==> config.mk <==
export PLATFORM = sky130hd
export DESIGN_NAME = battery_level_gauge_flat
export DESIGN_NICKNAME = d
export VERILOG_FILES = /design/src/hdl/blg_pkg.sv /design/src/hdl/blg_if.sv /design/src/hdl/blg_avg.sv /design/src/hdl/blg_disp.sv /design/src/hdl/battery_level_gauge.sv /design/src/flat_wrapper.sv
export VERILOG_INCLUDE_DIRS = /design/src /design/src/hdl
export SDC_FILE = /design/constraint.sdc
export NUM_CORES = 2
export LEC_CHECK = 0
export ABC_AREA = 1
export CELL_PAD_IN_SITES_DETAIL_PLACEMENT = 0
export CELL_PAD_IN_SITES_GLOBAL_PLACEMENT = 1
export CORE_MARGIN = 2
export CORE_UTILIZATION = 25
export CTS_BUF_LIST = sky130_fd_sc_hd__clkbuf_16
export CTS_CLUSTER_DIAMETER = 30
export DETAILED_ROUTE_END_ITERATION = 10
export DONT_BUFFER_PORTS = 1
export PLACE_DENSITY_LB_ADDON = 0.3
export SLEW_MARGIN = 20
export SYNTH_ARGS = -nofsm -noshare
export SYNTH_HDL_FRONTEND = slang
export SYNTH_HIERARCHICAL = 1
export SYNTH_SLANG_ARGS = --single-unit
==> constraint.sdc <==
create_clock -name clk_i -period 13.3 [get_ports clk_i]
set_clock_uncertainty 0.15 [all_clocks]
set_input_delay 0.665 -clock clk_i [delete_from_list [all_inputs] [get_ports clk_i]]
set_output_delay 0.665 -clock clk_i [all_outputs]
set_load 0.1 [all_outputs]
==> src/hdl/battery_level_gauge_defines.svh <==
// assertion helpers shared by the gauge rtl
`ifndef BATTERY_LEVEL_GAUGE_DEFINES_SVH
`define BATTERY_LEVEL_GAUGE_DEFINES_SVH

// consequent checked in the same cycle
`define BLG_ASSERT_NOW(label, clk, rst_n, ante, cons) \
  label: assert property (@(posedge clk) disable iff (!rst_n) (ante) |-> (cons)) \
    else $error("assertion failed in %m");

// consequent checked in the next cycle
`define BLG_ASSERT_NEXT(label, clk, rst_n, ante, cons) \
  label: assert property (@(posedge clk) disable iff (!rst_n) (ante) |=> (cons)) \
    else $error("assertion failed in %m");

`endif

==> src/hdl/blg_pkg.sv <==
`default_nettype none

package blg_pkg;

  localparam int MV_W     = 13;
  localparam int TIME_W   = 32;
  localparam int PCT_W    = 7;
  localparam int WEIGHT_W = 16;
  localparam int DEB_W    = 16;
  localparam int FRAC_W   = 16;
  localparam int AVG_W    = MV_W + FRAC_W;
  localparam int PROD_W   = AVG_W + WEIGHT_W;

  // configuration port
  localparam int CFG_IDX_W  = 2;
  localparam int CFG_DATA_W = 16;
  localparam logic [CFG_IDX_W-1:0] CFG_CHARGE_THRESHOLD = 2'd0;
  localparam logic [CFG_IDX_W-1:0] CFG_DEBOUNCE         = 2'd1;
  localparam logic [CFG_IDX_W-1:0] CFG_WEIGHT           = 2'd2;

  localparam logic [MV_W-1:0]     RST_CHARGE_THRESHOLD = 13'd4320;
  localparam logic [DEB_W-1:0]    RST_DEBOUNCE         = 16'd2000;
  localparam logic [WEIGHT_W-1:0] RST_WEIGHT           = 16'd5243;

  localparam logic [PCT_W-1:0] PCT_MAX = 7'd100;

  // voltage to percent steps, highest first
  localparam int LEVELS = 9;
  localparam logic [MV_W-1:0] LEVEL_MV [LEVELS] = '{
    13'd4200, 13'd4100, 13'd4000, 13'd3900, 13'd3800,
    13'd3700, 13'd3600, 13'd3500, 13'd3400
  };
  localparam logic [PCT_W-1:0] LEVEL_PCT [LEVELS] = '{
    7'd100, 7'd90, 7'd80, 7'd70, 7'd60, 7'd50, 7'd30, 7'd20, 7'd10
  };
  localparam logic [PCT_W-1:0] PCT_FLOOR = 7'd5;

  typedef struct packed {
    logic [MV_W-1:0]   raw_mv;
    logic [TIME_W-1:0] now_ms;
    logic              busy_req;
  } in_item_t;

  typedef struct packed {
    logic [PCT_W-1:0] percent;
    logic             charging;
    logic [MV_W-1:0]  smoothed_mv;
  } out_item_t;

  typedef struct packed {
    logic [PCT_W-1:0]  shown_percent;
    logic              shown_valid;
    logic              was_charging;
    logic [TIME_W-1:0] unplug_time;
  } disp_state_t;

  function automatic logic [PCT_W-1:0] table_percent(input logic [MV_W-1:0] mv);
    logic [PCT_W-1:0] pct;
    pct = PCT_FLOOR;
    // walk from the lowest step up so the highest match wins
    for (int i = LEVELS - 1; i >= 0; i--) begin
      if (mv >= LEVEL_MV[i]) begin
        pct = LEVEL_PCT[i];
      end
    end
    return pct;
  endfunction

endpackage

`default_nettype wire

==> src/hdl/blg_if.sv <==
`default_nettype none

interface blg_in_if;
  logic               valid;
  logic               ready;
  blg_pkg::in_item_t  data;

  modport source (output valid, output data, input ready);
  modport sink   (input valid, input data, output ready);
endinterface

interface blg_out_if;
  logic               valid;
  logic               ready;
  blg_pkg::out_item_t data;

  modport source (output valid, output data, input ready);
  modport sink   (input valid, input data, output ready);
endinterface

`default_nettype wire

==> src/hdl/blg_avg.sv <==
`default_nettype none

module blg_avg (
  input  wire logic [blg_pkg::AVG_W-1:0]    avg_i,
  input  wire logic [blg_pkg::MV_W-1:0]     raw_mv_i,
  input  wire logic [blg_pkg::WEIGHT_W-1:0] weight_i,
  output logic      [blg_pkg::AVG_W-1:0]    avg_o
);

  logic [blg_pkg::AVG_W-1:0]  target;
  logic [blg_pkg::AVG_W-1:0]  base;
  logic                       going_up;
  logic [blg_pkg::AVG_W-1:0]  diff;
  logic [blg_pkg::PROD_W-1:0] prod;
  logic [blg_pkg::PROD_W-1:0] prod_rnd;
  logic [blg_pkg::AVG_W-1:0]  step;

  always_comb begin
    target   = {raw_mv_i, {blg_pkg::FRAC_W{1'b0}}};
    // an empty average takes the sample as is
    base     = (avg_i == '0) ? target : avg_i;
    going_up = (target >= base);
    diff     = going_up ? (target - base) : (base - target);
    prod     = blg_pkg::PROD_W'(weight_i) * blg_pkg::PROD_W'(diff);
    // round half away from zero on the magnitude
    prod_rnd = prod + blg_pkg::PROD_W'(1 << (blg_pkg::FRAC_W - 1));
    step     = prod_rnd[blg_pkg::PROD_W-1:blg_pkg::FRAC_W];
    avg_o    = going_up ? (base + step) : (base - step);
  end

endmodule

`default_nettype wire

==> src/hdl/blg_disp.sv <==
`default_nettype none

module blg_disp (
  input  wire logic [blg_pkg::MV_W-1:0]   avg_mv_i,
  input  wire logic [blg_pkg::MV_W-1:0]   raw_mv_i,
  input  wire logic [blg_pkg::TIME_W-1:0] now_ms_i,
  input  wire logic [blg_pkg::MV_W-1:0]   threshold_i,
  input  wire logic [blg_pkg::DEB_W-1:0]  debounce_i,
  input  wire blg_pkg::disp_state_t       state_i,
  output blg_pkg::disp_state_t            state_o
);

  logic [blg_pkg::PCT_W-1:0]  table_pct;
  logic [blg_pkg::PCT_W-1:0]  base_pct;
  logic                       charging;
  logic [blg_pkg::TIME_W-1:0] unplug;
  logic [blg_pkg::TIME_W-1:0] elapsed;
  logic                       slew_en;

  always_comb begin
    table_pct = blg_pkg::table_percent(avg_mv_i);
    base_pct  = state_i.shown_valid ? state_i.shown_percent : table_pct;
    charging  = (raw_mv_i > threshold_i);
    // falling edge of external power restarts the hold window
    unplug    = (state_i.was_charging && !charging) ? now_ms_i : state_i.unplug_time;
    elapsed   = now_ms_i - unplug;
    slew_en   = charging ||
                (elapsed >= {{(blg_pkg::TIME_W - blg_pkg::DEB_W){1'b0}}, debounce_i});

    state_o.shown_valid  = 1'b1;
    state_o.was_charging = charging;
    state_o.unplug_time  = unplug;
    state_o.shown_percent = base_pct;
    if (slew_en) begin
      if (table_pct > base_pct) begin
        state_o.shown_percent = base_pct + 7'd1;
      end else if (table_pct < base_pct) begin
        state_o.shown_percent = base_pct - 7'd1;
      end
    end
  end

endmodule

`default_nettype wire

==> src/hdl/battery_level_gauge.sv <==
// channel  | dir | payload                                | handshake
// in_ch    | in  | raw_mv[13], now_ms[32], busy_req[1]    | valid/ready
// out_ch   | out | percent[7], charging[1], smoothed_mv[13] | valid/ready
// cfg      | in  | cfg_idx_i[2], cfg_wdata_i[16]          | cfg_we_i, no stall
//
// one tick per cycle sustained while results are taken; an accepted tick is held in the
// input stage, then loaded into the result register, which a held result can stall
// the update is combinational between the input stage and the result register
// reset clears the average, the shown percent and all valid flags
// a stalled result freezes both stages; input stays ready while the input stage
// is empty or the result register is empty or drains
`default_nettype none
`include "battery_level_gauge_defines.svh"

module battery_level_gauge (
  input  wire logic                           clk_i,
  input  wire logic                           rst_ni,
  input  wire logic                           cfg_we_i,
  input  wire logic [blg_pkg::CFG_IDX_W-1:0]  cfg_idx_i,
  input  wire logic [blg_pkg::CFG_DATA_W-1:0] cfg_wdata_i,
  blg_in_if.sink                              in_ch,
  blg_out_if.source                           out_ch
);

  // configuration
  logic [blg_pkg::MV_W-1:0]     thresh_q;
  logic [blg_pkg::DEB_W-1:0]    debounce_q;
  logic [blg_pkg::WEIGHT_W-1:0] weight_q;

  always_ff @(posedge clk_i or negedge rst_ni) begin
    if (!rst_ni) begin
      thresh_q   <= blg_pkg::RST_CHARGE_THRESHOLD;
      debounce_q <= blg_pkg::RST_DEBOUNCE;
      weight_q   <= blg_pkg::RST_WEIGHT;
    end else if (cfg_we_i) begin
      unique case (cfg_idx_i)
        blg_pkg::CFG_CHARGE_THRESHOLD: thresh_q <= cfg_wdata_i[blg_pkg::MV_W-1:0];
        blg_pkg::CFG_DEBOUNCE:         debounce_q <= cfg_wdata_i[blg_pkg::DEB_W-1:0];
        blg_pkg::CFG_WEIGHT:           weight_q <= cfg_wdata_i[blg_pkg::WEIGHT_W-1:0];
        default: ;
      endcase
    end
  end

  // pipeline control
  logic               in_vld_q;
  blg_pkg::in_item_t  in_item_q;
  logic               out_vld_q;
  blg_pkg::out_item_t out_item_q;
  logic               adv;
  logic               in_ready;
  logic               upd;

  assign adv      = !out_vld_q || out_ch.ready;
  assign in_ready = !in_vld_q || adv;
  assign upd      = adv && in_vld_q && !in_item_q.busy_req;

  assign in_ch.ready  = in_ready;
  assign out_ch.valid = out_vld_q;
  assign out_ch.data  = out_item_q;

  always_ff @(posedge clk_i or negedge rst_ni) begin
    if (!rst_ni) begin
      in_vld_q <= 1'b0;
    end else if (in_ready) begin
      in_vld_q <= in_ch.valid;
    end
  end

  always_ff @(posedge clk_i) begin
    if (in_ready && in_ch.valid) begin
      in_item_q <= in_ch.data;
    end
  end

  // gauge state
  logic [blg_pkg::AVG_W-1:0] avg_q;
  logic [blg_pkg::AVG_W-1:0] avg_d;
  logic [blg_pkg::AVG_W-1:0] avg_calc;
  blg_pkg::disp_state_t      disp_q;
  blg_pkg::disp_state_t      disp_d;
  blg_pkg::disp_state_t      disp_calc;

  blg_avg u_avg (
    .avg_i    (avg_q),
    .raw_mv_i (in_item_q.raw_mv),
    .weight_i (weight_q),
    .avg_o    (avg_calc)
  );

  blg_disp u_disp (
    .avg_mv_i    (avg_calc[blg_pkg::AVG_W-1:blg_pkg::FRAC_W]),
    .raw_mv_i    (in_item_q.raw_mv),
    .now_ms_i    (in_item_q.now_ms),
    .threshold_i (thresh_q),
    .debounce_i  (debounce_q),
    .state_i     (disp_q),
    .state_o     (disp_calc)
  );

  // busy ticks report the state unchanged
  assign avg_d  = in_item_q.busy_req ? avg_q : avg_calc;
  assign disp_d = in_item_q.busy_req ? disp_q : disp_calc;

  always_ff @(posedge clk_i or negedge rst_ni) begin
    if (!rst_ni) begin
      avg_q  <= '0;
      disp_q <= '0;
    end else if (upd) begin
      avg_q  <= avg_d;
      disp_q <= disp_d;
    end
  end

  always_ff @(posedge clk_i or negedge rst_ni) begin
    if (!rst_ni) begin
      out_vld_q <= 1'b0;
    end else if (adv) begin
      out_vld_q <= in_vld_q;
    end
  end

  always_ff @(posedge clk_i) begin
    if (adv && in_vld_q) begin
      out_item_q.percent     <= disp_d.shown_percent;
      out_item_q.charging    <= disp_d.was_charging;
      out_item_q.smoothed_mv <= avg_d[blg_pkg::AVG_W-1:blg_pkg::FRAC_W];
    end
  end

  `BLG_ASSERT_NOW(a_pct_range, clk_i, rst_ni, 1'b1, disp_q.shown_percent <= blg_pkg::PCT_MAX)
  `BLG_ASSERT_NEXT(a_init_after_update, clk_i, rst_ni, upd, disp_q.shown_valid)
  `BLG_ASSERT_NEXT(a_busy_holds, clk_i, rst_ni, adv && in_vld_q && in_item_q.busy_req, $stable(avg_q) && $stable(disp_q))
  `BLG_ASSERT_NEXT(a_slew_one, clk_i, rst_ni, disp_q.shown_valid, (disp_q.shown_percent == $past(disp_q.shown_percent)) || (disp_q.shown_percent == $past(disp_q.shown_percent) + 7'd1) || (disp_q.shown_percent == $past(disp_q.shown_percent) - 7'd1))

endmodule

`default_nettype wire

==> src/flat_wrapper.sv <==
// flat-port wrapper written by rule: the top's interface ports become plain ports
module battery_level_gauge_flat 
  (clk_i, rst_ni, cfg_we_i, cfg_idx_i, cfg_wdata_i, in_ch_valid, in_ch_data, in_ch_ready, out_ch_valid, out_ch_data, out_ch_ready);
  blg_in_if in_ch_i ();
  blg_out_if out_ch_i ();
  input  wire logic clk_i;
  input  wire logic rst_ni;
  input  wire logic cfg_we_i;
  input  wire logic [blg_pkg::CFG_IDX_W-1:0] cfg_idx_i;
  input  wire logic [blg_pkg::CFG_DATA_W-1:0] cfg_wdata_i;
  input wire logic [$bits(in_ch_i.valid)-1:0] in_ch_valid;
  input wire logic [$bits(in_ch_i.data)-1:0] in_ch_data;
  output wire logic [$bits(in_ch_i.ready)-1:0] in_ch_ready;
  output wire logic [$bits(out_ch_i.valid)-1:0] out_ch_valid;
  output wire logic [$bits(out_ch_i.data)-1:0] out_ch_data;
  input wire logic [$bits(out_ch_i.ready)-1:0] out_ch_ready;
  assign in_ch_i.valid = in_ch_valid;
  assign in_ch_i.data = in_ch_data;
  assign in_ch_ready = in_ch_i.ready;
  assign out_ch_valid = out_ch_i.valid;
  assign out_ch_data = out_ch_i.data;
  assign out_ch_i.ready = out_ch_ready;
  battery_level_gauge u_core (.clk_i(clk_i), .rst_ni(rst_ni), .cfg_we_i(cfg_we_i), .cfg_idx_i(cfg_idx_i), .cfg_wdata_i(cfg_wdata_i), .in_ch(in_ch_i), .out_ch(out_ch_i));
endmodule
[Word level (Yosys, flattened, before mapping)]
Cells that the tools add are included.
Word-level totals
  output and inout bits: 23
  bits in registers: 184
  logic and storage cells: 79
Operators by class
  order comparisons: 14
  bitwise operators: 1
  $add $sub $neg: 8
  equality and inequality tests: 2
  reduce and logical (&&, ||, !) cells: 17
  muxes and demuxes: 19
  $mul: 1
Operators by type and width (number)
  29-bit 2-to-1 mux: 4
  13-bit by 12-bit >= comparator with 1-bit output (second input constant): 7
  29-bit subtractor: 3
  7-bit 2-to-1 mux: 12
  45-bit by 16-bit adder with 45-bit output (second input constant): 1
  16-bit by 29-bit multiplier with 45-bit output: 1
  41-bit 2-to-1 mux: 1
  32-bit by 16-bit >= comparator with 1-bit output: 1
  32-bit 2-to-1 mux: 1
  32-bit subtractor: 1
  29-bit adder: 1
  29-bit >= comparator: 1
  29-bit zero test: 1
  13-bit >= comparator (second input constant): 2
  13-bit greater-than comparator: 1
  2-bit AND reduction: 4
  7-bit by 1-bit adder with 7-bit output (second input constant): 1
  7-bit greater-than comparator: 1
  7-bit < comparator: 1
  7-bit by 1-bit subtractor with 7-bit output (second input constant): 1
  1-bit logical AND: 4
  1-bit zero test: 4
  4-bit 2-to-1 mux: 1
  1-bit logical OR: 3
  other kinds (4): 4

[Longest topological paths before layout]
  word-level depth: 24
  gate-level depth with buffers: 105

[By module]
The synthesis kept the hierarchy.
Modules (own cells, without submodules)
  blg_avg: cells each 2700, area an instance 19367.3 um2, seq. area each 0.0 um2, instances 1
  battery_level_gauge: cells each 621, area an instance 6912.9 um2, seq. area each 4962.3 um2, instances 1
  blg_disp: cells each 791, area an instance 4276.6 um2, seq. area each 0.0 um2, instances 1

[Worst setup path before layout]
No wires, ideal clock.
  path type: register to register
  start: register u_core/avg_q[14] (netlist bit)
  end: register u_core.out_item_q, in the netlist u_core/out_ch.data[18], data pin
  arrival: 14079 ps
  slack: -1182 ps
  stages on the path, launching flop included: 95
  path through: dfrtp_1 > inv_2 > nand2_2 > nor2_1 > nand2_1 > nor2_1 > nand2_1 > buf_6 > inv_1 > a21oi_1 > inv_1 > ha_1 > clkbuf_1 > nand2_1 > nor2_1 > inv_1 > nor4_1 > nand2_1 > [... 59 more ...] > a21oi_1 > nand2_1 > o21ai_0 > inv_1 > ha_1 > nand4_1 > inv_1 > nand2_1 > nand2_1 > inv_1 > nor2_1 > inv_1 > o21ai_0 > inv_1 > nand3_1 > nand2_1 > nand2_1 > nand2_1
RTL lines
  from (decl): RTL line battery_level_gauge.sv:77  | logic [blg_pkg::AVG_W-1:0] avg_q;
  from (signal assigned): RTL line battery_level_gauge.sv:110  | avg_q <= avg_d;
  to (decl): RTL line battery_level_gauge.sv:49  | blg_pkg::out_item_t out_item_q;

==> summary.md <==
| Metric | Value |
|---|---|
| Synth Flop Type | dfrtp_1 |
| Clock sink count | 184 |
| Root Buffer | clkbuf_16 |
| Synth Area per Inst | 7.43 um2 |
| Ys async rst share | 63.6% |
| Count of cell types in the netlist | 69 |
| CP Launch Point | u_core/avg_q[26]$_DFFE_PN0P_ |
| PortBufs | 0 |
| Min Hold Slack | 122 ps |
| Crit-path max FO | 7 |
| H-tree depth | 4 |
| CP endpoint | u_core/out_ch.data[18]$_DFFE_PP_ |
| Tmin final | 13,750 ps |
| Seq/Total Area, Yosys | 16.2% |
| CP Capture Type | flip-flop |
| Mapped Area | 0.0306 mm2 |
| Yosys top cell area share | 24.8% |
| Largest net degree at the start of global routing | 118 |
| R2r setup slk | -450 ps |
| Global-route usage over all layers | 18.0% |
| CTS Buf Count | 17 |
| Setup CP Type | reg2reg |
| Most used cell, CP | nand2_2 |
| Final WS setup | -454 ps |
| EDFF count, synth | 67 |
| Share of post-route cells with drive strength above 1 | 28.3% |
| Die Height | 354 um |
| Warnings, synthesis | 6 |
| Core Rows | 128 |
| Skew-Pair Late Insertion Delay | 490 ps |
| Unrepaired setup endpoints after global routing | true |
| First-pass GRT wire length | 176,000 um |
| Worst Reg-to-Reg Cells | 85 |
| #FFs+latches synth | 184 |
| ANT nets after route | 0 |
| Initial DRT Pass Iterations | 5 |
| Buf+Inv Stages, Crit Path | 21 |
| DRC | 0 |
| Synthesized instance count | 4,112 |
| R2R Path Start | u_core/avg_q[26]$_DFFE_PN0P_ |
| Filler instances | 13.1k |
| Initial antenna violation count | 4 |
| Period utilization | 103% |
| Wire per inst | 17.2 um |
| Status | finished with violations |
| Hpwl dp | 91,400 um |
| Max clock buf depth | 2 |
| Die ar. | 0.125 mm2 |
| Failing checks | negative setup slack |
| Vias in the first global route | 30.2k |
| CP Depth | 85 |
| Final setup viols | 14 |
| Top cells by area, synth | fa_1 (25%), nand2_1 (13%), ha_1 (11%), inv_1 (10%), dfrtp_1 (8.1%) |
| Slew headroom | 27.8% |
| CP Data Arrival Time | 13,830 ps |
| Ports | 92 |
| Die W | 354 um |
| Syn_nets | 4,816 |
| Clk slew on worst S/H paths | 80 ps |
| Nets | 5,477 |
| Synth area leader | fa_1 |
| Initial core utilization | 25.1% |
| Worst path slowest cell | fa_2 |
| Crit start category | flip-flop |
| Final Hold Fails | 0 |
| Max-slew violation count | 0 |
| Routed vias/inst | 4.40 |
| Fmax | 72.7 MHz |
| Classification of the worst-slack hold path | in2reg |
| Largest stage delay, worst path | 580 ps |
| GRT overflow | 0 |
| CP top delay family | adder cells |
| Number of inserted diodes | 0 |
| Max-cap violation count | 0 |
| Endpoint of the worst register-to-register path | u_core/out_ch.data[18]$_DFFE_PP_ |
| Via count | 28.2k |
| Synthesis-to-finish area growth | 33.7% |
| Final GP Congestion | 0.870 |
| Least-Margin Pin Slew | 1080 ps |
| 1st-iter DRT viols | 1,392 |
| Core box area | 0.122 mm2 |
| CP required | 13,380 ps |
| CTS tree | built |
| Detailed-route wire length | 110,000 um |
[what timing repair did]
item	in CTS	in global routing
gates resized for setup	287	135
hold buffers	2	0
buffers inserted	90	30
pin swaps	167	129
setup endpoints to repair	14	14
gates cloned	1	1
hold endpoints to repair	117	0
[through the flow]
stage	instance area, um2	setup TNS (ps)	setup WS (ps)	std cells	util, %
2_1_floorplan	31200	0	4.14	4112	-
3_3_place_gp	37600	-14540	-1130	6255	30.9
3_5_place_dp	37600	-14880	-1170	6255	30.9
4_1_cts	40100	-3300	-338	6380	33.0
5_1_grt	40900	-16280	-1270	6411	33.6
6_report	40900	-5010	-454	6411	33.6
[area by class of cell]
cell class                      instances  area, um2  share of cell area (%)
Multi-Input combinational cell       2920      23700                    58.0
Sequential cell                       184       4960                    12.2
Clock buffer                           18        450                    1.10
Tap cell                             1625       2030                    4.98
Clock inverter                         14        121                   0.297
Timing Repair Buffer                  773       6200                    15.2
Inverter                              877       3370                    8.26
[placed cells by master, fill, tap and decap left out, drive strengths merged, types with 29 or more instances in the layout]
cell type	n
inv	867
nor2	370
nand4	95
nand3	121
edfxtp	67
ha	257
or2	29
a21oi	163
nand2	1070
o21ai	172
fa	378
buf	770
xor2	83
dfrtp	99
[sequential cells by signal, indices dropped and copies added, names as in the netlist]
signal	flops
u_core/in_vld_q	1
u_core/debounce_q	16
u_core/disp_q	41
u_core/avg_q	29
u_core/thresh_q	13
u_core/out_ch.valid	1
u_core/out_ch.data	21
u_core/in_item_q	46
u_core/weight_q	16
[how the worst min path moves through the flow]
stage	from	end	slack (ps)	depth (start not counted)
CTS	in_ch_data[30]	u_core/in_item_q[30]$_DFFE_PP_	90	0
detailed placement	rst_ni	u_core/disp_q[38]$_DFFE_PN0P_	230	0
global placement	rst_ni	u_core/disp_q[38]$_DFFE_PN0P_	230	0
floorplan	rst_ni	u_core/avg_q[0]$_DFFE_PN0P_	220	0
finish	in_ch_data[4]	u_core/in_item_q[4]$_DFFE_PP_	120	0
global route	in_ch_data[1]	u_core/in_item_q[1]$_DFFE_PP_	100	0
[synth_stat cells (6+ instances only)]
library cell	count
clkbuf_1	82
o21ai_1	6
nor2_1	357
nor2_2	10
nand4_1	92
dfstp_2	18
xnor2_1	26
nand3_2	19
nand2_1	1027
nand3b_1	12
fa_1	378
o21bai_1	12
o21ai_0	161
o21a_1	11
a21o_1	10
buf_6	6
xor2_1	80
buf_2	37
inv_2	17
a21oi_1	160
clkinv_1	18
ha_1	257
nand3_1	101
a31oi_1	24
or2_2	29
edfxtp_1	67
dfrtp_1	99
nor3_1	27
nand2_2	40
inv_1	842
nor4_1	7
a211oi_1	8
[cells by family (layout without fill, tap and decap cells)]
family	after synthesis	in the layout	share of synthesized area (%)
multiplexers	1	1	0.0328
buffers and inverters	1008	1682	12.8
flip-flops	184	184	16.2
other	1	1	0.0123
adder cells (fa/ha/maj)	635	635	35.3
XOR/XNOR	111	111	3.30
AO/OA/AOI/OAI	433	433	8.07
AND/OR/NAND/NOR	1739	1739	24.3
[layer usage]
metal  vias to the layer above  part of all wire, %  track usage (%)  routed length [um]
li1                      13900                    -                -                   -
met1                     13800                   46             23.9               50600
met2                       409                   49             31.7               54300
met3                        93                  2.6             1.36                2810
met4                         6                  2.0             3.90                2170
met5                         -                0.027                0                  30
Power is not shown: default switching activity piles up to over one toggle a cycle in this logic, so the estimate is an artifact.
